## src/design/bucket_quota_ledger_defines.svh

```systemverilog
// Assertion macros shared by the ledger RTL.
`ifndef BUCKET_QUOTA_LEDGER_DEFINES_SVH
`define BUCKET_QUOTA_LEDGER_DEFINES_SVH
// Implication checked on every clock edge outside reset.
`define BQL_ASSERT_IMP(label, clk, rstn, ante, cons) \
  label: assert property (@(posedge clk) disable iff (!rstn) (ante) |-> (cons)) \
    else $error("bql check failed");
// Next-cycle implication checked outside reset.
`define BQL_ASSERT_NXT(label, clk, rstn, ante, cons) \
  label: assert property (@(posedge clk) disable iff (!rstn) (ante) |=> (cons)) \
    else $error("bql check failed");
`endif

```

## src/design/bql_ram.sv

```systemverilog
// Generic single-port RAM with registered read.
`default_nettype none
module bql_ram #(
  parameter int unsigned Width = 48,
  parameter int unsigned Depth = 64
) (
  input  wire logic                     clk_i,
  input  wire logic                     we_i,
  input  wire logic [$clog2(Depth)-1:0] addr_i,
  input  wire logic [Width-1:0]         wdata_i,
  output logic      [Width-1:0]         rdata_o
);
  logic [Width-1:0] mem [Depth];
  always_ff @(posedge clk_i) begin
    if (we_i) begin
      mem[addr_i] <= wdata_i;
    end
    rdata_o <= mem[addr_i];
  end
endmodule
`default_nettype wire

```

## config.mk

```make
export PLATFORM = sky130hd
export DESIGN_NAME = bql_ram
export DESIGN_NICKNAME = d
export VERILOG_FILES = /design/src/design/bucket_quota_ledger_defines.svh /design/src/design/bql_ram.sv
export SDC_FILE = /design/constraint.sdc
export NUM_CORES = 2
export LEC_CHECK = 0
export BUFFER_PORTS_ARGS = -buffer_cell sky130_fd_sc_hd__buf_2
export CAP_MARGIN = 20
export CORE_UTILIZATION = 40
export DETAILED_ROUTE_END_ITERATION = 10
export SLEW_MARGIN = 20
export SYNTH_ARGS = -nofsm -noshare
export SYNTH_HDL_FRONTEND = slang
export SYNTH_SLANG_ARGS = --single-unit
```

## constraint.sdc

```tcl
create_clock -name clk_i -period 12.9 [get_ports clk_i]
set_input_delay 1.29 -clock clk_i [delete_from_list [all_inputs] [get_ports clk_i]]
set_output_delay 1.29 -clock clk_i [all_outputs]
set_load 0.02 [all_outputs]
```

==> Yosys cells after proc, flatten, opt, wreduce, memory -nomap -nowiden <==
Memory sizes are Yosys's and may differ from the RTL's. A register that Yosys moved wholly into a read port is not among the register bits.
Cells that the tools add are included.
{ "word_totals": {"ram_bits": 3072, "wordCells": 3, "mem_count": 1, "ff_bits": 0, "inputBits": 56} }
{ "classes": {"muxes": 2} }
{ "mem_list": {"columns": ["memory", "depth", "width", "read_ports", "rd_ports_with_merged_regs", "write_ports", "line", "text"], "rows": [
  ["mem", 64, 48, 1, 1, 1, "bql_ram.sv:13", "logic [Width-1:0] mem [Depth];"]
]} }
{ "op_table": {"columns": ["cell", "n"], "rows": [
  ["1-bit two-way mux", 2]
]} }

==> Longest topological paths before layout <==
{ "depth": {"word_depth": 2, "ltp_mapped": 10, "ltp_nobuf": 6} }

==> Least setup slack after synthesis <==
Ideal clock, no wire load.
{ "synth_path": {"path_type": "input -> register", "start": "input addr_i[2]", "end": "memory mem[11][0], enable pin", "n_path_buf": 6, "setup_slack_ns": 7.784, "t_arrival_ns": 4.662, "cell_stages": 9, "setup_time_ns": 0.454, "cell_sequence": "buf_6 -> buf_6 -> buf_4 -> buf_4 -> buf_2 -> buf_2 -> nor2b_1 -> nand2_1 -> nor2_1"} }
{ "synth_rtl": {"columns": ["element", "line", "text"], "rows": [
  ["start: declaration", "bql_ram.sv:9", "input wire logic [$clog2(Depth)-1:0] addr_i,"],
  ["end: declaration", "bql_ram.sv:13", null]
]} }
Straight into the memory's write port.

==> parameters.txt <==
Parameter                              Value

Floorplan
  Starting utilization of the core area ... 40.3%
  Vertical die dimension ... 544 um
  Number of core rows ... just under 200
  Die boundary width ... ~540 um
  Total core area ... just under 300,000 um2
  Area enclosed by the die boundary ... around 300,000 um2
  Number of top-level design ports ... between 100 and 150

Worst hold path
  Type of the tightest min-delay check ... flop to flop
  Hold Crit Start ... mem[42][1]
  Worst Hold Depth ... 3
  Sink of the worst hold path ... rdata_o[1]

Routing
  Total Wirelength ... about 350 mm
  Antenna Violating Nets Remaining ... 0
  DRC viols ... 0
  Vias ... approximately 66,000
  Mean number of vias per cell ... between 6 and 7
  Routed wire per std cell ... between 30 and 40 um
  1st-iter DRT viols ... around 9,400
  TritonRoute pass-1 iters ... 6

Synth
  Most instantiated cells after synthesis ... edfxtp_1 (3,072), a22oi_1 (494), a221oi_1 (448), mux2i_1 (285), nor2_1 (278)
  Cell with the most instances after synthesis ... edfxtp_1
  Mean area per synthesized cell ... approximately 18 um2
  Top area cells in the synthesized netlist ... edfxtp_1 (78%), a221oi_1 (3.3%), a22oi_1 (3.2%)
  Dominant synthesized flop cell ... edfxtp_1
  Synthesis Warnings ... 0
  Post-synthesis share of cell area spent on full adders, half adders and majority gates ... 0%
  Synth Area in Simple Gates ... between 1.5 and 2%
  Gate count of the mapped netlist ... 6,380
  Post-synthesis cell type with the largest combined area ... edfxtp_1
  Net count of the mapped netlist ... about 6,400
  Library cells used by synthesis ... 48
  Area fraction in compound gates after synthesis ... around a tenth
  Xor-xnor portion of the synthesized cell area ... 0%
  Number of enable-type register cells in the synthesized netlist ... approximately 3,000
  Mux cell area share after synthesis ... 7.15%
  Main combinational cell family by area after synthesis ... compound AO/OA/AOI/OAI gates
  Proportion of register bits with asynchronous set or reset after synthesis ... 0%
  Top-area cell type share of the netlist area ... 78.5%
  Cell area after synthesis ... 118,000 um2
  Sequential area share after synthesis ... between 70% and 80%
  #FFs+latches synth ... between 3,000 and 4,000

Timing
  Period minus WS final ... about 5.4 ns
  Worst Tran Pin Value ... between 1 and 1.5 ns
  Final hold viol count ... 0
  Total count of max-transition violations in the final report ... 0
  Final period util ... 41.8%
  Total of endpoints with negative setup slack in the final report ... 0
  Worst-case clock skew ... 0.0423 ns
  RSZ-0062 raised after global routing ... no
  Worst relative slew slack ... ~15%
  Post-route setup TNS ... 0 ns
  Highest attainable clock frequency ... approximately 190 MHz

Flow run
  Total of max-cap violations ... 0

CTS
  Max Buffers Root-to-Sink ... 4
  Root Buffer Master ... clkbuf_16
  Insertion delay of the later-clocked pin in the worst-skew pair ... 0.88 ns
  Maximum level of the CTS H-tree ... 5
  Resized cells post-CTS ... 0
  Post-CTS setup buffers ... 0
  Clk sinks ... 3,120
  Number of buffers inserted during clock tree synthesis ... around 300
  CTS tree ... built
  Register clock-pin slew on the reported worst setup and hold paths ... ~0.070 ns
  CTS Hold Buffers Added ... 0

Critical path
  Category of the most critical setup path ... primary input to flop
  RR Startpoint ... mem[31][24]
  Number of cells on the worst reg-to-reg path ... 6
  Buffers plus inverters on the worst setup path ... 4
  CP Capture Type ... flop
  R2r endpoint ... rdata_o[24]
  Critical path data required time ... 13.63 ns
  Critical Path AT ... ~6.1 ns
  Kind of launch point of the worst setup path ... primary input
  Stage delay of the slowest cell on the critical path ... 0.69 ns
  Crit path top cell by count ... buf_4
  Slowest library cell on the worst path ... buf_4
  Dominant delay contributor by cell family on the critical path ... buffers and inverters
  Cells traversed along the worst timing path ... buf_8 > buf_4 > buf_12 > buf_4 > mux4_2 > o21ai_0 > nand3_1 > or3_1
  Max Fanout on Critical Path ... 113
  Reg-to-reg slack, setup ... 10.01 ns

Global route
  Initial antenna violation count ... 30
  Global-route wire length before repair ... between 400 and 500 mm
  Global-route usage over all layers ... roughly 23%
  Global route overflow ... 0
  Largest net degree at the start of global routing ... 131
  Via count of the first global-routing pass ... approximately 63,000

Final layout
  Area added between synthesis and finish ... 12.9%
  Fraction of layout instances using a drive strength above 1 ... between 10% and 20%
  Number of filler instances in the final layout ... roughly 25,000
  Nets ... about 6,600

Placement
  Placed wire-length estimate after detailed placement ... ~190 mm
  Port Buf Inserts ... 103
  RePlAce Congestion ... 0.820

Power
  Worst voltage drop across the vdd grid ... 105 uV
  Power Dens Cells ... ~160 nW/um2
  Total power ... around 21 mW
  LEAKAGE ... about 41 nW

Run status
  Result of the run ... finished clean
==> through the flow <==
step / std cells / cell area (um2) / utilization [%] / hold slack [ns] / setup WS [ns]
detailed placement: 10110 / 123000 / 42.2 / 0.606 / 6.82
global placement: 10108 / 123000 / 42.2 / 0.611 / 6.78
floorplan: 6380 / 118000 / - / 0.551 / 7.78
finish: 10664 / 133000 / 45.5 / 0.614 / 7.51
global route: 10648 / 133000 / 45.5 / 0.680 / 7.58
CTS: 10642 / 133000 / 45.5 / 0.618 / 7.72
==> cells by family after synthesis <==
logic type,count (synthesis)
and+or+nand+nor,510
AOI/OAI and AO/OA,1621
DFF,3120
muxes,668
buffers and inverters,461
==> report_power, final <==
group / internal, mW / switching (mW)
Sequential: 11.2 / 0.0594
Combinational: 0.301 / 0.817
Clock: 5.02 / 3.73
Total: 16.5 / 4.61
==> cells in the final DEF, fill, tap and decap left out, types with 88 or more instances in the layout <==
cell type / instances
a21oi_1: 243
nor2_1: 207
mux4_2: 110
clkbuf_16: 309
buf_2: 88
mux2_2: 269
o21ai_0: 174
a221oi_1: 448
edfxtp_1: 3072
a22oi_1: 494
buf_4: 186
mux2i_1: 285
o22ai_1: 95
==> worst max-delay path by stage <==
stage,to,cells past startpoint,start
after global placement,rdata_o[4],8,addr_i[2]
final,rdata_o[4],8,addr_i[2]
after global routing,rdata_o[4],8,addr_i[2]
after detailed placement,rdata_o[4],8,addr_i[2]
after CTS,rdata_o[4],8,addr_i[2]
after floorplan,mem[11][0],9,addr_i[2]
==> worst reg2reg max path: cells and delay by family (launching register included) <==
family             cells  cell delay (ns)
AOI/OAI and AO/OA      4             1.70
DFF                    1             0.36
muxes                  1             0.28
and+or+nand+nor        1             0.42
==> sequential cells by signal (all words and copies together) (netlist names) <==
signal   flops
rdata_o     48
mem       3072
==> per-layer routing <==
metal	GRT usage [%]	vias up	routed length, um	share of wire (%)
met3	4.18	543	33100	9.5
li1	-	26802	-	-
met5	0	-	76	0.022
met1	32.3	34558	140000	40
met4	7.94	12	11600	3.3
met2	36.6	3661	164000	47
==> area by class of cell <==
class                           instances  area [um2]  area share (%)
Clock buffer                          403        8290            6.24
Timing Repair Buffer                  289        2100            1.58
Multi-Input combinational cell       2799       22800            17.2
Clock inverter                        129        1310           0.987
Inverter                                2        10.0         0.00754
Antenna cell                           22        55.1          0.0415
Sequential cell                      3120       93200            70.3
Tap cell                             3900        4880            3.68
(Power assumes the default switching activity.)
